--- src/cpbac_pkg.sv ---
`timescale 1ns / 1ps
package cpbac_pkg;

    // block geometry
    localparam int BLOCK_BYTES = 32;
    localparam int WORD_BYTES  = 8;
    localparam int WORD_W      = 8 * WORD_BYTES;
    localparam int BEATS       = BLOCK_BYTES / WORD_BYTES;
    localparam int BEAT_W      = $clog2(BEATS);
    localparam int BLK_LSB     = $clog2(BLOCK_BYTES);
    localparam int BLK_W       = 15 - BLK_LSB;

    // address decode
    localparam logic [15:0] PROBE_ADDR = 16'h8001;
    localparam logic [15:0] BLOCK_MASK = 16'hFFE0;
    localparam logic [15:0] LAST_BLOCK = 16'h7FE0;

    localparam logic CMD_READ  = 1'b0;
    localparam logic CMD_WRITE = 1'b1;

    typedef enum logic [1:0] {
        KIND_STORE  = 2'd0,
        KIND_RUMBLE = 2'd1,
        KIND_PROBE  = 2'd2
    } kind_t;

    // crc
    localparam logic [7:0] CRC_POLY = 8'h85;
    localparam logic [7:0] CRC_MSB  = 8'h80;

    // formatted image
    localparam int          HEADER_WORDS = 34;
    localparam int          HDR_IDX_W    = 6;
    localparam logic [63:0] FILL_WORD    = 64'h0003000300030003;
    localparam logic [63:0] HDR_A        = 64'hFFFFFFFF051A5F13;
    localparam logic [63:0] HDR_B        = 64'hFFFFFFFFFFFFFFFF;
    localparam logic [63:0] HDR_C        = 64'hFFFF01FF662599CD;
    localparam logic [63:0] HDR_TAIL     = 64'h0071000300030003;

    // word of the formatted header at a word index below HEADER_WORDS
    function automatic logic [63:0] fmt_word(input logic [HDR_IDX_W-1:0] idx);
        logic [63:0] w;
        case (idx)
            6'd0:  w = 64'h8101020304050607;
            6'd1:  w = 64'h08090A0B0C0D0E0F;
            6'd2:  w = 64'h1011121314151617;
            6'd3:  w = 64'h18191A1B1C1D1E1F;
            6'd4, 6'd12, 6'd16, 6'd24: w = HDR_A;
            6'd6, 6'd14, 6'd18, 6'd26: w = HDR_B;
            6'd7, 6'd15, 6'd19, 6'd27: w = HDR_C;
            6'd32: w = HDR_TAIL;
            6'd33: w = FILL_WORD;
            default: w = '0;
        endcase
        return w;
    endfunction

    // one byte through the crc register, msb first; the byte lands on top
    // of eight zero shifts since no data bit reaches the tap within a byte
    function automatic logic [7:0] crc8_byte(input logic [7:0] crc, input logic [7:0] d);
        logic [7:0] c;
        c = crc;
        for (int i = 0; i < 8; i++) begin
            if ((c & CRC_MSB) != 8'h00)
                c = {c[6:0], 1'b0} ^ CRC_POLY;
            else
                c = {c[6:0], 1'b0};
        end
        return c ^ d;
    endfunction

    // one 64-bit word, byte in bits 63:56 first
    function automatic logic [7:0] crc8_word(input logic [7:0] crc, input logic [63:0] w);
        logic [7:0] c;
        c = crc;
        for (int i = 0; i < WORD_BYTES; i++) begin
            c = crc8_byte(c, w[63 - 8*i -: 8]);
        end
        return c;
    endfunction

endpackage

--- src/cpbac_fill.sv ---
`timescale 1ns / 1ps
module cpbac_fill #(
    parameter int NUM_PORTS = 4,
    parameter int PAK_BYTES = 32768
) (
    input  logic                                              clk,
    input  logic                                              rst_n,
    output logic                                              busy,
    output logic [$clog2(NUM_PORTS*PAK_BYTES/cpbac_pkg::WORD_BYTES)-1:0] addr,
    output logic [63:0]                                       data
);
    import cpbac_pkg::*;

    localparam int WORDS_PER_PAK = PAK_BYTES / WORD_BYTES;
    localparam int STORE_WORDS   = NUM_PORTS * WORDS_PER_PAK;
    localparam int ADDR_W        = $clog2(STORE_WORDS);
    localparam int OFF_W         = $clog2(WORDS_PER_PAK);

    logic              busy_reg;
    logic [ADDR_W-1:0] addr_reg;
    logic [OFF_W-1:0]  off_reg;

    // one word per cycle over the whole store after reset
    always_ff @(posedge clk or negedge rst_n)
    begin
        if (!rst_n)
        begin
            busy_reg <= 1'b1;
            addr_reg <= '0;
            off_reg  <= '0;
        end
        else if (busy_reg)
        begin
            addr_reg <= addr_reg + 1'b1;
            if (off_reg == OFF_W'(WORDS_PER_PAK - 1))
                off_reg <= '0;
            else
                off_reg <= off_reg + 1'b1;
            if (addr_reg == ADDR_W'(STORE_WORDS - 1))
                busy_reg <= 1'b0;
        end
    end

    // header words at the start of each pak, fill pattern after
    assign data = (off_reg < OFF_W'(HEADER_WORDS)) ?
                  fmt_word(HDR_IDX_W'(off_reg)) : FILL_WORD;
    assign busy = busy_reg;
    assign addr = addr_reg;

endmodule

--- config.mk ---
export PLATFORM = sky130hd
export DESIGN_NAME = cpbac_fill
export DESIGN_NICKNAME = d
export VERILOG_FILES = /design/src/cpbac_pkg.sv /design/src/cpbac_fill.sv
export SDC_FILE = /design/constraint.sdc
export NUM_CORES = 1
export LEC_CHECK = 0
export BUFFER_PORTS_ARGS = -buffer_cell sky130_fd_sc_hd__buf_2
export CAP_MARGIN = 10
export CORE_ASPECT_RATIO = 2
export CORE_MARGIN = 2
export CORE_UTILIZATION = 30
export CTS_CLUSTER_SIZE = 24
export DETAILED_ROUTE_END_ITERATION = 16
export GPL_TIMING_DRIVEN = 0
export PLACE_DENSITY = 0.61
export SYNTH_ARGS = -nofsm -noshare
export SYNTH_HDL_FRONTEND = slang
export SYNTH_SLANG_ARGS = --single-unit
--- constraint.sdc ---
create_clock -name clk -period 5.7 [get_ports clk]
set_input_delay 0.855 -clock clk [delete_from_list [all_inputs] [get_ports clk]]
set_output_delay 0.855 -clock clk [all_outputs]
set_load 0.005 [all_outputs]
# --- Word-level counts from Yosys, hierarchy flattened ---
# Memory sizes are Yosys's and may differ from the RTL's.
# Cells that the tools add are included.
totals:
  reg_bits: 27
  mem_bits_ro: 4096
  input_bits: 2
  out_inout_bits: 79
  word_cells: 13
  mem_count: 1
memory_table:
  columns: ["name", "words", "width", "read_ports", "rd_clocked_by_memory_dff", "write_ports", "line", "text"]
  rows:
  - ["(name not given)", 64, 64, 1, 0, 0, "cpbac_pkg.sv:43", "case (idx)"]
op_classes:
  add_sub_neg: 2
  magnitude_cmp: 1
  n_eq_ne: 2
  mux: 4
op_table:
  columns: ["op", "n"]
  rows:
  - ["two-way mux 64 bit", 1]
  - ["adder 14 x 1 -> 14 bit (second input constant)", 1]
  - ["== test 14 bit (second input constant)", 1]
  - ["adder 12 x 1 -> 12 bit (second input constant)", 1]
  - ["== test 12 bit (second input constant)", 1]
  - ["less-than comparator 12 x 6 -> 1 bit (second input constant)", 1]
  - ["two-way mux 12 bit", 1]
  - ["two-way mux 1 bit", 2]

# --- Longest topological paths before layout ---
logic_depth:
  depth_word: 3
  ltp_mapped: 8
  depth_no_buf: 6

# --- Least setup slack after synthesis ---
# Ideal clock, no wire load.
synth_path:
  path_kind: "reg2out"
  from: "register off_reg[9]"
  to: "output port data[15]"
  arrival_time_ns: 1.637
  t_required_ns: 4.845
  path_slack_ns: 3.208
  stages_incl_launch_ff: 7
  path_buffers: 2
  cell_sequence: "dfrtp_1 > nor4_2 > nand2_1 > or2_4 > buf_6 > nor2_1 > buf_4"
synth_between:
  elab_chain_cells: 2
synth_lines:
  columns: ["item", "line", "text"]
  rows:
  - ["start: declaration", "cpbac_fill.sv:21", "logic [OFF_W-1:0] off_reg;"]
  - ["start signal: assignment", "cpbac_fill.sv:38", "off_reg <= off_reg + 1'b1;"]
  - ["less-than comparator 12 x 6 -> 1 bit", "cpbac_fill.sv:45", "assign data = (off_reg < OFF_W'(HEADER_WORDS)) ?"]
  - ["two-way mux 64 bit", "cpbac_fill.sv:45", null]
  - ["end: declaration", "cpbac_fill.sv:10", "output logic [63:0] data"]
# Every way passes these cells.

# --- Worst setup path after layout ---
layout_path:
  from: "register off_reg[9]"
  to: "output port data[57]"
# The elaborated chain is that of the path after synthesis.

==> metrics.txt <==
status finished clean; pin count of the biggest net entering global routing 28; placement row count 43; Synth Area per Inst 8.49 um2; Initial Utilization 30.4%; design area 0.00267 mm2; Inserted Clock Buffers 3; sequential-to-total area share from yosys stat 32.6%; YS warnings 0; Inserted Diodes 0; antenna violations before repair 0; die width 62.9 um; H-tree Lvls 1; Max IR drop VDD 0.000181 V; post-CTS sizing 0; CP Class reg -> out; die area 0.00765 mm2; DRC Markers 0; CP Capture Point data[57]; CTS tree yes; Via Count 1927; final worst slack 2610 ps; max reg flops 14; max_slew headroom 60.6%; Max Slew Vio Count 0; Placeable Area 0.00683 mm2; Mapped Nets 255; top-level I/O count 81; gr ovfl total 0; Distinct cells, synth 46; MaxCap Viol Count 0; crit end category output pin; crit-path max FO 12; global placement routability congestion 0.836; Post-Route WL 4.75 mm; CP Launch Point off_reg[9]; r2r setup slk 4030 ps; FMAX 323 MHz; Cells after Synth 245; clk slew on worst S/H paths 70 ps; vias in the first global route 1718; Crit path required time 4850 ps; register area 677 um2; Power Density 132 mW/mm2; CTS Hold Bufs 0; Multi-input gate area 0.00100 mm2; Hold Fails Final Rpt 0; DR iter-0 viols 37; Static Leak 1.50 nW; crit start category flip-flop; commonest non-fill, non-tap cells in the layout buf_2 (87), buf_4 (43), dfrtp_1 (26); Routed Antenna Nets 0; Initial DRT Pass Iterations 5; Tightest Pin Transition 591 ps; total negative setup slack 0 ps; Area after DPL 0.00259 mm2; Port Buffers 80; DP Worst Slack 2880 ps; Total GRT Usage 12.1%; Tmin final 3090 ps; root buf cell clkbuf_16; # setup viols final 0; HPWL Detailed 3.73 mm; WL/cell 11.3 um; Synth Register Bits 27; share of cells above drive strength 1 43.2%; unrepaired setup endpoints after global routing no; Final nets 340; worst-skew pair later-pin latency 260 ps; clk buf depth 2; Area Growth Syn to Fin 28.5%; CTS Sinks 27; Hold Path Origin addr[12]; final clock skew 2.85 ps; Hold Crit Class reg -> reg; Synth Cell Area 0.00208 mm2; global-route wire length before repair 7.96 mm; via-per-instance ratio 4.60; most common cell after layout, fill and taps aside buf_2; reg2reg path depth 6; Final Cycle Share 54.2%; worst endpoint data arrival time 2240 ps; Die H 122 um; worst hold slack 490 ps; setup bufs post-CTS 0; reg2reg end off_reg[9]; Layout fillers 719; Crit Reg-Reg Startpoint off_reg[0]
-- critical path, cell delays in order (launching register included) --
cell     delay [ps]
dfrtp_1         440
nor4_2          370
nand2_1         110
nor2_1          320
and3_1          460
buf_4           170
buf_2           100
-- through the flow --
stage / power [mW] / cells / utilization, %
4_1_cts: 0.359 / 419 / 39.1
5_1_grt: 0.367 / 419 / 39.1
6_report: 0.353 / 419 / 39.1
2_1_floorplan: 0.195 / 245 / -
3_5_place_dp: 0.199 / 415 / 37.9
3_3_place_gp: 0.199 / 415 / 37.9
-- logic make-up (layout without fill, tap and decap cells) --
family          after synthesis  count (layout)  share of synthesized area, %
buf+inv                      59             143                          19.2
fa+ha+maj                     8               8                          4.81
xor+xnor                     19              19                          8.00
simple gates                 89              89                          22.1
compound gates               41              41                          12.3
mux                           2               2                          1.02
flops                        27              27                          32.6
-- per-layer routing --
metal,wire (um),track usage [%]
met5,0,0
met4,25,2.64
met3,204,1.20
met2,2510,20.4
met1,2010,16.8
-- report_power, final --
part           leakage [nW]  internal (mW)  switching, mW  total, mW
sequential            0.374          0.192              0      0.192
clock                0.0409         0.0946         0.0634      0.158
combinational          1.09       0.000245        0.00351    0.00376
-- area by class of cell --
| class | count | share of cell area, % |
|---|---|---|
| buffer | 55 | 14.4 |
| multi-input combinational | 159 | 37.5 |
| timing repair buffer | 80 | 15.0 |
| sequential | 27 | 25.3 |
| clock inverter | 1 | 0.187 |
| inverter | 4 | 0.562 |
| clock buffer | 3 | 2.81 |
| tap | 90 | 4.21 |
-- synth_stat cells (all sizes together) --
master / number / share of area [%]
buf: 52 / 18
dfrtp: 26 / 31
nand2: 24 / 4.3
nor2: 20 / 3.6
a21oi: 13 / 3.1
xnor2: 10 / 4.2
nand4: 9 / 2.7
xor2: 9 / 3.8
ha: 8 / 4.8
nand3: 8 / 2.2
o21ai: 7 / 1.7
a31oi: 5 / 1.5
and3: 5 / 1.5
and2: 4 / 1.3
inv: 4 / 0.72
nor3: 4 / 0.96
a21o: 3 / 1.1
and4: 3 / 1.3
clkbuf: 3 / 0.54
nand2b: 3 / 0.90
nor2b: 3 / 0.90
or2: 3 / 1.0
a211oi: 2 / 0.72
o21a: 2 / 0.72
o22ai: 2 / 0.60
a21boi: 1 / 0.36
a22o: 1 / 0.42
a41oi: 1 / 0.42
dfstp: 1 / 1.3
mux2: 1 / 0.54
mux2i: 1 / 0.48
nor3b: 1 / 0.36
nor4: 1 / 0.60
nor4bb: 1 / 0.48
o22a: 1 / 0.42
o31a: 1 / 0.42
o31ai: 1 / 0.36
o32a: 1 / 0.48
-- worst min-delay path by stage --
stage	to	slack (ps)	cells after the start
5_1_grt	off_reg[10]	510	1
4_1_cts	addr[13]	500	1
2_1_floorplan	off_reg[10]	460	1
3_3_place_gp	addr[12]	480	1
6_report	addr[12]	490	1
3_5_place_dp	addr[13]	480	1
No activity file was read; power rests on OpenSTA's default activity.
