$ cat config.mk
export PLATFORM = sky130hd
export DESIGN_NAME = cpbac_dec
export DESIGN_NICKNAME = d
export VERILOG_FILES = /design/src/cpbac_pkg.sv /design/src/cpbac_dec.sv
export SDC_FILE = /design/constraint.sdc
export NUM_CORES = 1
export LEC_CHECK = 0
export ABC_AREA = 1
export ABC_CLOCK_PERIOD_IN_PS = 800
export BUFFER_PORTS_ARGS = -buffer_cell sky130_fd_sc_hd__buf_4
export CAP_MARGIN = 10
export CORE_MARGIN = 8
export CORE_UTILIZATION = 38
export CTS_CLUSTER_DIAMETER = 60
export DETAILED_ROUTE_END_ITERATION = 12
export GPL_TIMING_DRIVEN = 0
export PLACE_DENSITY = 0.83
export RECOVER_POWER = 100
export SYNTH_ARGS = -nofsm -noshare
export SYNTH_HDL_FRONTEND = slang
export SYNTH_SLANG_ARGS = --single-unit
$ cat constraint.sdc
create_clock -name clk -period 0.8 [get_ports clk]
set_input_delay 0.04 -clock clk [delete_from_list [all_inputs] [get_ports clk]]
set_output_delay 0.04 -clock clk [all_outputs]
set_load 0.02 [all_outputs]
$ cat src/cpbac_pkg.sv
`timescale 1ns / 1ps
package cpbac_pkg;

    // block geometry
    localparam int BLOCK_BYTES = 32;
    localparam int WORD_BYTES  = 8;
    localparam int WORD_W      = 8 * WORD_BYTES;
    localparam int BEATS       = BLOCK_BYTES / WORD_BYTES;
    localparam int BEAT_W      = $clog2(BEATS);
    localparam int BLK_LSB     = $clog2(BLOCK_BYTES);
    localparam int BLK_W       = 15 - BLK_LSB;

    // address decode
    localparam logic [15:0] PROBE_ADDR = 16'h8001;
    localparam logic [15:0] BLOCK_MASK = 16'hFFE0;
    localparam logic [15:0] LAST_BLOCK = 16'h7FE0;

    localparam logic CMD_READ  = 1'b0;
    localparam logic CMD_WRITE = 1'b1;

    typedef enum logic [1:0] {
        KIND_STORE  = 2'd0,
        KIND_RUMBLE = 2'd1,
        KIND_PROBE  = 2'd2
    } kind_t;

    // crc
    localparam logic [7:0] CRC_POLY = 8'h85;
    localparam logic [7:0] CRC_MSB  = 8'h80;

    // formatted image
    localparam int          HEADER_WORDS = 34;
    localparam int          HDR_IDX_W    = 6;
    localparam logic [63:0] FILL_WORD    = 64'h0003000300030003;
    localparam logic [63:0] HDR_A        = 64'hFFFFFFFF051A5F13;
    localparam logic [63:0] HDR_B        = 64'hFFFFFFFFFFFFFFFF;
    localparam logic [63:0] HDR_C        = 64'hFFFF01FF662599CD;
    localparam logic [63:0] HDR_TAIL     = 64'h0071000300030003;

    // word of the formatted header at a word index below HEADER_WORDS
    function automatic logic [63:0] fmt_word(input logic [HDR_IDX_W-1:0] idx);
        logic [63:0] w;
        case (idx)
            6'd0:  w = 64'h8101020304050607;
            6'd1:  w = 64'h08090A0B0C0D0E0F;
            6'd2:  w = 64'h1011121314151617;
            6'd3:  w = 64'h18191A1B1C1D1E1F;
            6'd4, 6'd12, 6'd16, 6'd24: w = HDR_A;
            6'd6, 6'd14, 6'd18, 6'd26: w = HDR_B;
            6'd7, 6'd15, 6'd19, 6'd27: w = HDR_C;
            6'd32: w = HDR_TAIL;
            6'd33: w = FILL_WORD;
            default: w = '0;
        endcase
        return w;
    endfunction

    // one byte through the crc register, msb first; the byte lands on top
    // of eight zero shifts since no data bit reaches the tap within a byte
    function automatic logic [7:0] crc8_byte(input logic [7:0] crc, input logic [7:0] d);
        logic [7:0] c;
        c = crc;
        for (int i = 0; i < 8; i++) begin
            if ((c & CRC_MSB) != 8'h00)
                c = {c[6:0], 1'b0} ^ CRC_POLY;
            else
                c = {c[6:0], 1'b0};
        end
        return c ^ d;
    endfunction

    // one 64-bit word, byte in bits 63:56 first
    function automatic logic [7:0] crc8_word(input logic [7:0] crc, input logic [63:0] w);
        logic [7:0] c;
        c = crc;
        for (int i = 0; i < WORD_BYTES; i++) begin
            c = crc8_byte(c, w[63 - 8*i -: 8]);
        end
        return c;
    endfunction

endpackage

$ cat src/cpbac_dec.sv
`timescale 1ns / 1ps
module cpbac_dec #(
    parameter int NUM_PORTS = 4,
    parameter int PAK_BYTES = 32768
) (
    input  logic                                              clk,
    input  logic                                              cap,
    input  logic [1:0]                                        pak_port,
    input  logic [15:0]                                       pak_address,
    output cpbac_pkg::kind_t                                  kind,
    output logic [$clog2(NUM_PORTS*PAK_BYTES/cpbac_pkg::WORD_BYTES)-1:0] base
);
    import cpbac_pkg::*;

    localparam int WORDS_PER_PAK = PAK_BYTES / WORD_BYTES;
    localparam int ADDR_W        = $clog2(NUM_PORTS * WORDS_PER_PAK);
    localparam int BLOCKS        = PAK_BYTES / BLOCK_BYTES;
    localparam int QSHIFT        = 21;
    localparam int RECIP         = ((1 << QSHIFT) + BLOCKS - 1) / BLOCKS;
    localparam int RECIP_W       = $clog2(RECIP + 1);
    localparam int PROD_W        = BLK_W + RECIP_W;
    localparam int QC_W          = 2 * BLK_W + 1;

    kind_t              kind_reg;
    logic [BLK_W-1:0]   blk_reg;
    logic [BLK_W-1:0]   q_reg;
    logic [ADDR_W-1:0]  port_off_reg;
    logic [1:0]         port_mod;
    logic [BLK_W-1:0]   blk_in;
    logic [PROD_W-1:0]  q_prod;
    logic [QC_W-1:0]    qc_full;
    logic [BLK_W-1:0]   rem_raw;
    logic [BLK_W-1:0]   rem;
    kind_t              kind_in;

    // access kind from the raw address
    always_comb
    begin
        if (pak_address == PROBE_ADDR)
            kind_in = KIND_PROBE;
        else if ((pak_address & BLOCK_MASK) > LAST_BLOCK)
            kind_in = KIND_RUMBLE;
        else
            kind_in = KIND_STORE;
    end

    // port wraps modulo the pak count
    always_comb
    begin
        if (NUM_PORTS == 1)
            port_mod = '0;
        else if ({1'b0, pak_port} >= 3'(NUM_PORTS))
            port_mod = 2'(3'({1'b0, pak_port}) - 3'(NUM_PORTS));
        else
            port_mod = pak_port;
    end

    // quotient by reciprocal, exact for block numbers below 2^BLK_W
    assign blk_in = pak_address[BLK_LSB +: BLK_W];
    assign q_prod = PROD_W'(blk_in) * PROD_W'(RECIP);

    always_ff @(posedge clk)
    begin
        if (cap)
        begin
            kind_reg     <= kind_in;
            blk_reg      <= blk_in;
            q_reg        <= BLK_W'(q_prod >> QSHIFT);
            port_off_reg <= ADDR_W'(port_mod) * ADDR_W'(WORDS_PER_PAK);
        end
    end

    // remainder with one correction step, then word base of the block
    assign qc_full = QC_W'(q_reg) * QC_W'(BLOCKS);
    assign rem_raw = blk_reg - BLK_W'(qc_full);
    assign rem     = ({1'b0, rem_raw} >= (BLK_W + 1)'(BLOCKS)) ?
                     rem_raw - BLK_W'(BLOCKS) : rem_raw;

    assign kind = kind_reg;
    assign base = port_off_reg + ADDR_W'({rem, {BEAT_W{1'b0}}});

endmodule

-- Word-level counts from Yosys, hierarchy flattened
Index checks and enable logic that the tools add are counted.
- register bits after elaboration: 14
- latch bits: 0
- bits in writable memories: 0
- ROM bits: 0
- input port bits: 20
- output and inout port bits: 16
- word-level logic and storage cells: 7
- memories: 0
- add/sub/neg operators: 1
- multipliers: 0
- div/mod/pow operators: 0
- magnitude comparators: 1
- eq/ne operators: 1
- shifts and indexed selects: 0
- multiplexer cells: 1
- bitwise operators: 0
- reductions and logical operators: 0
- operator list (kind ; number):
    equality test 16 bit (second input constant) ; 1
    greater-than comparator 16 x 15 -> 1 bit (second input constant) ; 1
    adder 14 x 12 -> 14 bit ; 1
    two-way mux 1 bit ; 1

-- Logic depth before layout (Yosys ltp)
Gate-level depths: netlist (run 1).
- depth in word-level cells: 2
- mapped depth: 5
- gate-level depth less buffers: 5

-- Worst setup path before layout (run 1)
Ideal clock, no wire load.
- path type: input to register
- start: input port pak_address[15]
- end: register kind_reg[0] (netlist: kind[0]), data pin
- setup time: 0.259 ns
- arrival time: 0.350 ns
- required time: 0.541 ns
- slack: 0.191 ns
- cell stages on the path: 5
- path buffers: 0
- cell sequence: inv_1 -> nor2_1 -> nand2_1 -> nor2_1 -> a21oi_1
- word-level cells in the longest chain between the ends: 2
- elaborated cells on any way between the ends: 3
- those cells by class: order compare (1); eq/ne (1); mux (1)
- RTL lines (item ; line ; source):
    start, declared ; cpbac_dec.sv:9 ; input logic [15:0] pak_address,
    greater-than comparator 16 x 15 -> 1 bit ; cpbac_dec.sv:41 ; else if ((pak_address & BLOCK_MASK) > LAST_BLOCK)
    two-way mux 1 bit ; cpbac_dec.sv:41 ;
    end signal, assigned ; cpbac_dec.sv:66 ; kind_reg <= kind_in;
    end, declared ; cpbac_dec.sv:24 ; kind_t kind_reg;
Several ways; a longest one is shown, not always the timed one.
A chain may end at the register's enable or synchronous reset.

-- Worst setup path after layout (run 1)
- start: register blk_reg[3]
- end: output port base[5] (netlist name)
- word-level cells in the longest chain between the ends: 1
- RTL lines (item ; line ; source):
    start, declared ; cpbac_dec.sv:25 ; logic [BLK_W-1:0] blk_reg;
    start signal, assigned ; cpbac_dec.sv:67 ; blk_reg <= blk_in;
    adder 14 x 12 -> 14 bit ; cpbac_dec.sv:80 ; assign base = port_off_reg + ADDR_W'({rem, {BEAT_W{1'b0}}});
    end, declared ; cpbac_dec.sv:11 ; output logic [$clog2(NUM_PORTS*PAK_BYTES/cpbac_pkg::WORD_BYTES)-1:0] base
Every way passes these cells.

==> results.md, run 1 <==
* Yosys cell types at 8
* Total of max-cap violations at 0
* VDD IR-drop max at roughly 1 mV
* Die height at between 50 and 60 um
* Share of cells above drive strength 1 at 0.447
* Vias in the first global route at between 400 and 500
* Core Rows at 13
* Die Wd at between 50 and 60 um
* Avg Cell Area, Syn at between 10 and 15 um^2
* Num ports at 36
* #FFs+latches synth at 14
* Fin worst setup slack at -0.0852 ns
* Vias at 426
* Asr flop ratio synth at 0
* Period utilisation layout at 1.11
* Final setup violation count at 14
* Max-slew violations at 0
* Area Overhead vs Synth at 91.4%
* Ys flop type: edfxtp_1
* Crit path max-delay cell type: edfxtp_1
* Post-synth EDFFs at 14
* Crit path required time at between 0.7 and 0.8 ns
* Leading area contributor after synthesis: edfxtp_1
* CTS Buf Count at 3
* Syn Inst Count at 35
* Avg Vias per Cell at roughly 4.3
* DRC at 0
* Core area at ~0.0013 mm^2
* Area of the die at between 0.002 and 0.003 mm^2
* TritonCTS clock tree: yes
* Worst path max stage delay at ~0.42 ns
* CP Cell Sequence: buf_6
* Initial antenna violation count at 0
* CTS Sinks at 14
* Global route overflow at 0
* CP endpoint kind: primary output
* Max FFs per register at 10
* Delay-heaviest family, CP: flip-flops
* Cell Pwr Density at around 1700 mW/mm^2
* Mean routed wirelength per cell at 14.0 um
* GRT Total Usage at 0.109
* Fin util at 0.760
* Post-Syn Area at ~510 um^2
* Initial DRT Pass Iterations at 4
* DRT iter0 DRCs at 10
* Critical path arrival at ~0.85 ns
* Initial core utilization at 0.397
* Pin count of the biggest net entering global routing at 15
* Failing checks: negative setup slack
* Place WS at 0.00963 ns
* RePlAce Congestion at approximately 0.72
* Routed Antenna Nets at 0
* First-pass GRT wire length at roughly 2200 um
* Fmax achieved at approximately 1100 MHz
* Leakage at 0.426 nW
* Final wirelength at roughly 1400 um
* Critical path type: reg -> out
* DP HPWL at 968 um
* Minimum clock period at 0.885 ns
* Crit Path Max Fanout at 1
* PortBufs at 33
* Setup crit start kind: flop
* RSZ-0062 raised after global routing: yes
* Status: finished, violations left
* Ant diodes at 0
* Final nets at ~110
* Bufs on Longest Clock Path at 2
* Hold Crit Class: in -> reg
* Top-area cell type share of the netlist area at 0.824
* Final Hold Violating Endpoints at 0
* CP Buf/Inv Count at 1
* Clock Pin Slew Worst Setup and Hold Paths at about 0.090 ns
* Leading post-synthesis cells by cell area: edfxtp_1 82%, nor2_1 7.4%, buf_4 2.9%
* Register area share after synthesis at 0.824
* Most common cell in the netlist: edfxtp_1
* Synth cell count leaders: 14 x edfxtp_1, 10 x nor2_1, 4 x nand2_1, 2 x buf_4, 2 x inv_1
* H-tree Lvls at 1
* YS warnings at 0
* Clock root buffer: clkbuf_4
## worst paths after layout
kind  slack (ns)       startpoint  cells after the start       to
min         0.12  pak_address[15]                      3  kind[0]
max        -0.09       blk_reg[3]                      1  base[5]
## logic make-up after synthesis
family | after synthesis | synth area share
AND/OR/NAND/NOR | 15 | 0.115
other | 1 | 0.00735
flip-flops | 14 | 0.824
AO/OA/AOI/OAI | 1 | 0.00979
buffers and inverters | 4 | 0.0441
## through the flow
step / hold WS, ns / cell area (um^2) / total power, mW / TNS (ns) / std cells
6_report: 0.121 / 977 / 1.65 / -0.724 / 100
5_1_grt: 0.141 / 977 / 1.72 / -1.26 / 100
4_1_cts: 0.119 / 972 / 1.63 / -0.553 / 100
3_5_place_dp: 0.224 / 781 / 1.18 / 0 / 84
3_3_place_gp: 0.220 / 781 / 1.17 / 0 / 84
2_1_floorplan: 0.139 / 514 / 1.01 / 0 / 36
## power by group
group	switching (mW)	leakage, nW	internal (mW)
logic	0.149	0.274	0.203
clock network	0.220	0.0154	0.180
registers	0.0279	0.137	0.870
## placed cells by master, fill, tap and decap left out
| master | count |
|---|---|
| conb_1 | 2 |
| a21oi_1 | 1 |
| nand2_1 | 4 |
| nor2_1 | 10 |
| edfxtp_1 | 14 |
| clkbuf_2 | 1 |
| dlygate4sd3_1 | 12 |
| clkinv_1 | 1 |
| clkbuf_4 | 16 |
| and2_0 | 1 |
| buf_4 | 7 |
| buf_6 | 14 |
| inv_1 | 2 |
## cell type report
| cell class | instances | area, um^2 |
|---|---|---|
| sequential | 14 | 420 |
| timing repair buffer | 45 | 418 |
| fill | 71 | 308 |
| multi-input combinational | 18 | 71.3 |
| clock buffer | 3 | 22.5 |
| tap | 15 | 18.8 |
| buffer | 2 | 15.0 |
| inverter | 2 | 7.51 |
| clock inverter | 1 | 3.75 |
## timing repair
item | in CTS | in global routing
hold endpoints to repair | 12 | 0
hold buffers | 12 | 0
gates resized for setup | 12 | 2
buffers inserted | 0 | 0
setup endpoints to repair | 14 | 14
## routing by layer
layer	vias up	wire (um)	global-route usage
li1	214	-	-
met1	185	602	0.132
met4	0	27	0.0647
met5	-	0	0
met2	25	590	0.158
met3	2	181	0.0426
Power figures use the tool's default switching activity.
==> inputs of run 2 (changes only) <==
--- a/config.mk
+++ b/config.mk
@@ -9,7 +9,7 @@
 export ABC_CLOCK_PERIOD_IN_PS = 800
 export BUFFER_PORTS_ARGS = -buffer_cell sky130_fd_sc_hd__buf_4
 export CAP_MARGIN = 10
-export CORE_MARGIN = 8
+export CORE_MARGIN = 1.5
 export CORE_UTILIZATION = 38
 export CTS_CLUSTER_DIAMETER = 60
 export DETAILED_ROUTE_END_ITERATION = 12
==> run 2 against run 1 <==
Against the previous run: the flow still finishes with violations (negative setup slack); via count increased by 5.6%; worst hold slack got worse by 0.016 ns; final area decreased by 0.77%; sequential share of layout area increased by 0.33 points; routed wire length decreased by 15%; non-clock buffer count unchanged; sequential power about the same; critical path depth unchanged; fmax increased by 2.0%; critical endpoint is now base[2].
==> results.md, run 2 (same netlist as run 1, synthesis figures left out) <==
* Fmax achieved at approximately 1200 MHz
* Critical Path Stages at 1
* RePlAce Congestion at 0.623
* Die Wd at a little under 40 um
* Setup bufs post-CTS at 0
* Critical path type: reg -> out
* Delay-heaviest family, CP: flip-flops
* Commonest cells after routing, fill and taps aside: 14 x edfxtp_1, 14 x clkbuf_4, 14 x buf_6, 12 x dlygate4sd3_1, 10 x nor2_1
* Clock root buffer: clkbuf_4
* CP Cell Sequence: buf_6
* Status: finished, violations left
* Final nets at roughly 110
* Avg Vias per Cell at approximately 4.5
* Core Rows at 13
* Fin util at 0.764
* PortBufs at 33
* Global route overflow at 0
* Crit path max-delay cell type: edfxtp_1
* First-pass GRT wire length at between 1500 and 2000 um
* Share of cells above drive strength 1 at 0.440
* DP Cell Count at 84
* Critical path arrival at 0.83 ns
* VDD IR-drop max at roughly 0.9 mV
* Final setup violation count at 14
* Hold Crit Class: in -> reg
* Ant diodes at 0
* Place WS at between 0.01 and 0.015 ns
* Fin area at 970 um^2
* Placement Cell Area at around 800 um^2
* Minimum clock period at 0.868 ns
* Fin worst setup slack at -0.0676 ns
* Routed Antenna Nets at 0
* CP Buf/Inv Count at 1
* GRT Total Usage at 0.177
* Max FFs per register at 10
* DRC at 0
* Final wirelength at about 1200 um
* Die height at ~40 um
* Crit path required time at roughly 0.76 ns
* DRT iter0 DRCs at 10
* Non-Filler Instances at roughly 100
* Vias at 450
* Initial antenna violation count at 0
* Area Overhead vs Synth at 90.0%
* Period utilisation layout at 1.08
* RSZ-0062 raised after global routing: yes
* Final Hold Violating Endpoints at 0
* Total of max-cap violations at 0
* Initial DRT Pass Iterations at 4
* Area of the die at roughly 0.0016 mm^2
* Initial core utilization at 0.402
* Worst path max stage delay at 0.41 ns
* Vias in the first global route at between 400 and 500
* CP startpoint: blk_reg[0]
* CTS Sinks at 14
* TritonCTS clock tree: yes
* CTS Buf Count at 3
* Setup crit start kind: flop
* Worst Setup EP: base[2]
* CP endpoint kind: primary output
* Max-slew violations at 0
* DP HPWL at 804 um
* Num ports at 36
* Crit Path Max Fanout at 1
* Failing checks: negative setup slack
* Pin count of the biggest net entering global routing at 15
* Leakage at around 0.42 nW
* H-tree Lvls at 1
* Mean routed wirelength per cell at around 12 um
* Fillers at 79
* Core area at 0.00127 mm^2
* Bufs on Longest Clock Path at 2
* Clock Pin Slew Worst Setup and Hold Paths at around 0.080 ns
* Cell Pwr Density at between 1500 and 2000 mW/mm^2
==> run 2: cell types whose count changed in the layout (fill, tap and decap cells not counted) <==
cell / change
clkbuf_1: +1
buf_4: +1
clkbuf_4: -2
clkinv_1: -1
==> run 2: layout make-up <==
type | instances | area, um^2 | area share
buffer | 2 | 15.0 | 0.0155
clock buffer | 3 | 22.5 | 0.0232
inverter | 2 | 7.51 | 0.00774
multi-input combinational | 18 | 71.3 | 0.0735
sequential | 14 | 420 | 0.434
tap | 15 | 18.8 | 0.0194
timing repair buffer | 45 | 414 | 0.427
==> run 2: through the flow <==
step	setup TNS [ns]	hold slack [ns]	total power, mW
floorplan	0	0.139	1.01
global placement	0	0.221	1.17
detailed placement	0	0.223	1.18
CTS	-0.650	0.112	1.63
global route	-1.07	0.153	1.69
finish	-0.576	0.105	1.62
==> run 2: worst min-delay path by stage <==
stage | end | from | slack [ns] | cells past startpoint
2_1_floorplan | blk_reg[0] | pak_address[5] | 0.14 | 0
3_3_place_gp | port_off_reg[12] | pak_port[0] | 0.22 | 1
3_5_place_dp | port_off_reg[12] | pak_port[0] | 0.22 | 1
4_1_cts | kind[0] | pak_address[15] | 0.11 | 3
5_1_grt | kind[0] | pak_address[15] | 0.15 | 3
6_report | kind[0] | pak_address[15] | 0.10 | 3
==> run 2: where the power goes <==
part,switching [mW],leakage (nW),internal [mW]
Sequential,0.0257,0.137,0.870
Clock,0.202,0.0138,0.174
Combinational,0.148,0.271,0.201
Total,0.375,0.421,1.25
==> run 2: per-layer routing <==
layer | share of wire | GRT usage | vias up
met5 | 0 | 0 | -
met2 | 0.45 | 0.279 | 36
met4 | 0.030 | 0.112 | 0
met3 | 0.12 | 0.0568 | 4
met1 | 0.40 | 0.205 | 199
li1 | - | - | 211
==> run 2: timing repair <==
action / CTS / global route
gates resized for setup: 13 / 1
hold endpoints to repair: 12 / 0
endpoints found under the setup margin: 14 / 14
hold buffers: 12 / 0
==> inputs of run 3 (changes only) <==
--- a/config.mk
+++ b/config.mk
@@ -5,7 +5,6 @@
 export SDC_FILE = /design/constraint.sdc
 export NUM_CORES = 1
 export LEC_CHECK = 0
-export ABC_AREA = 1
 export ABC_CLOCK_PERIOD_IN_PS = 800
 export BUFFER_PORTS_ARGS = -buffer_cell sky130_fd_sc_hd__buf_4
 export CAP_MARGIN = 10
@@ -16,6 +15,7 @@
 export GPL_TIMING_DRIVEN = 0
 export PLACE_DENSITY = 0.83
 export RECOVER_POWER = 100
+export SKIP_LAST_GASP = 1
 export SYNTH_ARGS = -nofsm -noshare
 export SYNTH_HDL_FRONTEND = slang
 export SYNTH_SLANG_ARGS = --single-unit
==> run 3 against run 2 <==
Against the previous run: the flow still finishes with violations (negative setup slack); sequential power hardly changed; routed wire length up 4.0%; count of clock-buffer cells in the layout unchanged; via count fell by 8.9%; worst setup slack about the same; worst hold slack gained 0.022 ns; largest power group unchanged.
==> results.md, run 3 <==
* Post-synth EDFFs at 14
* Leading area contributor after synthesis: edfxtp_1
* CTS Buf Count at 3
* Fmax achieved at around 1200 MHz
* Clock Pin Slew Worst Setup and Hold Paths at ~0.08 ns
* Slew margin rel. at 0.524
* Leading post-synthesis cells by cell area: edfxtp_1 82%, nor4_2 7.4%, buf_4 2.9%
* Core area at around 0.0013 mm^2
* Fillers at 94
* Vias at 410
* Place WS at -0.131 ns
* Crit path max-delay cell type: edfxtp_1
* Asr flop ratio synth at 0
* Initial core utilization at 0.402
* Synth cell count leaders: 14 x edfxtp_1, 3 x nor4_2, 2 x buf_4
* Failing checks: negative setup slack
* DRC at 0
* Area of the die at 0.00157 mm^2
* Max FFs per register at 10
* Global route overflow at 0
* Pin count of the biggest net entering global routing at 15
* H-tree Lvls at 1
* Routed Antenna Nets at 0
* Register area share after synthesis at 0.824
* Final setup violation count at 14
* #FFs+latches synth at 14
* Clock root buffer: clkbuf_4
* Crit path required time at around 0.76 ns
* CP Cell Sequence: buf_6
* Cell Pwr Density at 1710 mW/mm^2
* Minimum clock period at 0.867 ns
* Leakage at around 0.37 nW
* Initial antenna violation count at 0
* Initial DRT Pass Iterations at 3
* YS warnings at 0
* GRT Total Usage at 0.170
* Vias in the first global route at 402
* Critical path type: reg -> out
* Avg Cell Area, Syn at between 20 and 25 um^2
* TritonCTS clock tree: yes
* VDD IR-drop max at ~1.3 mV
* Setup_tns at -0.474 ns
* PortBufs at 33
* Ys flop type: edfxtp_1
* First-pass GRT wire length at approximately 1700 um
* Period utilisation layout at 1.08
* CP Buf/Inv Count at 1
* Fin worst setup slack at -0.0674 ns
* Mean routed wirelength per cell at 14.1 um
* RSZ-0062 raised after global routing: yes
* Hold Crit Class: in -> reg
* Bufs on Longest Clock Path at 2
* Core Rows at 13
* CP endpoint kind: primary output
* Commonest cells after routing, fill and taps aside: 14 x edfxtp_1, 14 x buf_6, 12 x dlygate4sd3_1, 10 x clkbuf_1, 8 x buf_4
* Worst path max stage delay at 0.41 ns
* Post-Syn Area at just over 500 um^2
* CP startpoint: blk_reg[0]
* Die height at slightly below 40 um
* Most common cell in the netlist: edfxtp_1
* DRT iter0 DRCs at 1
* Worst-Margin Slew at 0.714 ns
* Ant diodes at 0
* Area Overhead vs Synth at 82.6%
* Total of max-cap violations at 0
* Critical Path Stages at 1
* Share of cells above drive strength 1 at 0.425
* Top-area cell type share of the netlist area at 0.824
* Avg Vias per Cell at between 4 and 5
* Die Wd at around 40 um
* Final nets at 95
* Status: finished, violations left
* Num ports at 36
* Setup crit start kind: flop
* Final Hold Violating Endpoints at 0
* CTS Sinks at 14
* Setup bufs post-CTS at 0
* Worst Setup EP: base[2]
* Delay-heaviest family, CP: flip-flops
* Syn Inst Count at 24
* Max-slew violations at 0
* Critical path arrival at about 0.83 ns
* RePlAce Congestion at about 0.57
* Final wirelength at 1240 um
* Yosys cell types at 8
* Crit Path Max Fanout at 1
-- run 3: changes by cell type after synthesis, sizes merged --
cell	previous run	this run
a41oi	0	1
nand2	4	0
inv	2	1
and2	1	0
and4bb	0	1
a21oi	1	0
nor2	10	0
and4	0	1
nor4	0	3
-- run 3: what timing repair did --
| item | CTS | global route |
|---|---|---|
| resized for setup | 9 | 5 |
| hold buffers | 12 | 0 |
| hold endpoints to repair | 12 | 0 |
| setup endpoints to repair | 14 | 14 |
-- run 3: cell families after synthesis --
logic type	after synthesis	synth area share
buf+inv	3	0.0367
flops	14	0.824
simple gates	5	0.115
compound gates	1	0.0172
other cells	1	0.00735
-- run 3: final cells by class --
| class | instances | area (um^2) | area share |
|---|---|---|---|
| Sequential cell | 14 | 420 | 0.451 |
| Timing Repair Buffer | 45 | 383 | 0.411 |
| Multi-Input combinational cell | 8 | 68.8 | 0.0738 |
| Clock buffer | 3 | 22.5 | 0.0242 |
| Tap cell | 15 | 18.8 | 0.0201 |
| Buffer | 2 | 15.0 | 0.0161 |
| Inverter | 1 | 3.75 | 0.00403 |
-- run 3: power by group --
part	leakage, nW	switching (mW)	total, mW	internal (mW)
Sequential	0.137	0.0254	0.896	0.870
Clock	0.0138	0.189	0.363	0.174
Combinational	0.223	0.148	0.334	0.186
Total	0.374	0.363	1.59	1.23
-- run 3: how the worst min path moves through the flow --
stage | startpoint | end | cells after the start
2_1_floorplan | pak_address[5] | blk_reg[0] | 0
3_3_place_gp | pak_port[1] | port_off_reg[13] | 1
3_5_place_dp | pak_port[1] | port_off_reg[13] | 1
4_1_cts | cap | blk_reg[8] | 1
5_1_grt | pak_address[15] | kind[0] | 3
6_report | pak_address[15] | kind[0] | 3
-- run 3: through the flow --
| step | util | power [mW] | instances | cell area (um^2) | hold WS (ns) |
|---|---|---|---|---|---|
| finish | 0.735 | 1.59 | 88 | 932 | 0.126 |
| global route | 0.735 | 1.66 | 88 | 932 | 0.139 |
| CTS | 0.754 | 1.61 | 88 | 957 | 0.125 |
| detailed placement | 0.615 | 1.18 | 73 | 781 | 0.223 |
| global placement | 0.615 | 1.17 | 73 | 781 | 0.218 |
| floorplan | - | 1.00 | 25 | 514 | 0.139 |
-- run 3: routing by layer --
layer / up-vias / GRT usage / share of wire
li1: 192 / - / -
met1: 189 / 0.172 / 0.37
met2: 27 / 0.336 / 0.56
met3: 2 / 0.0511 / 0.065
met4: 0 / 0.0259 / 0.0032
met5: - / 0 / 0
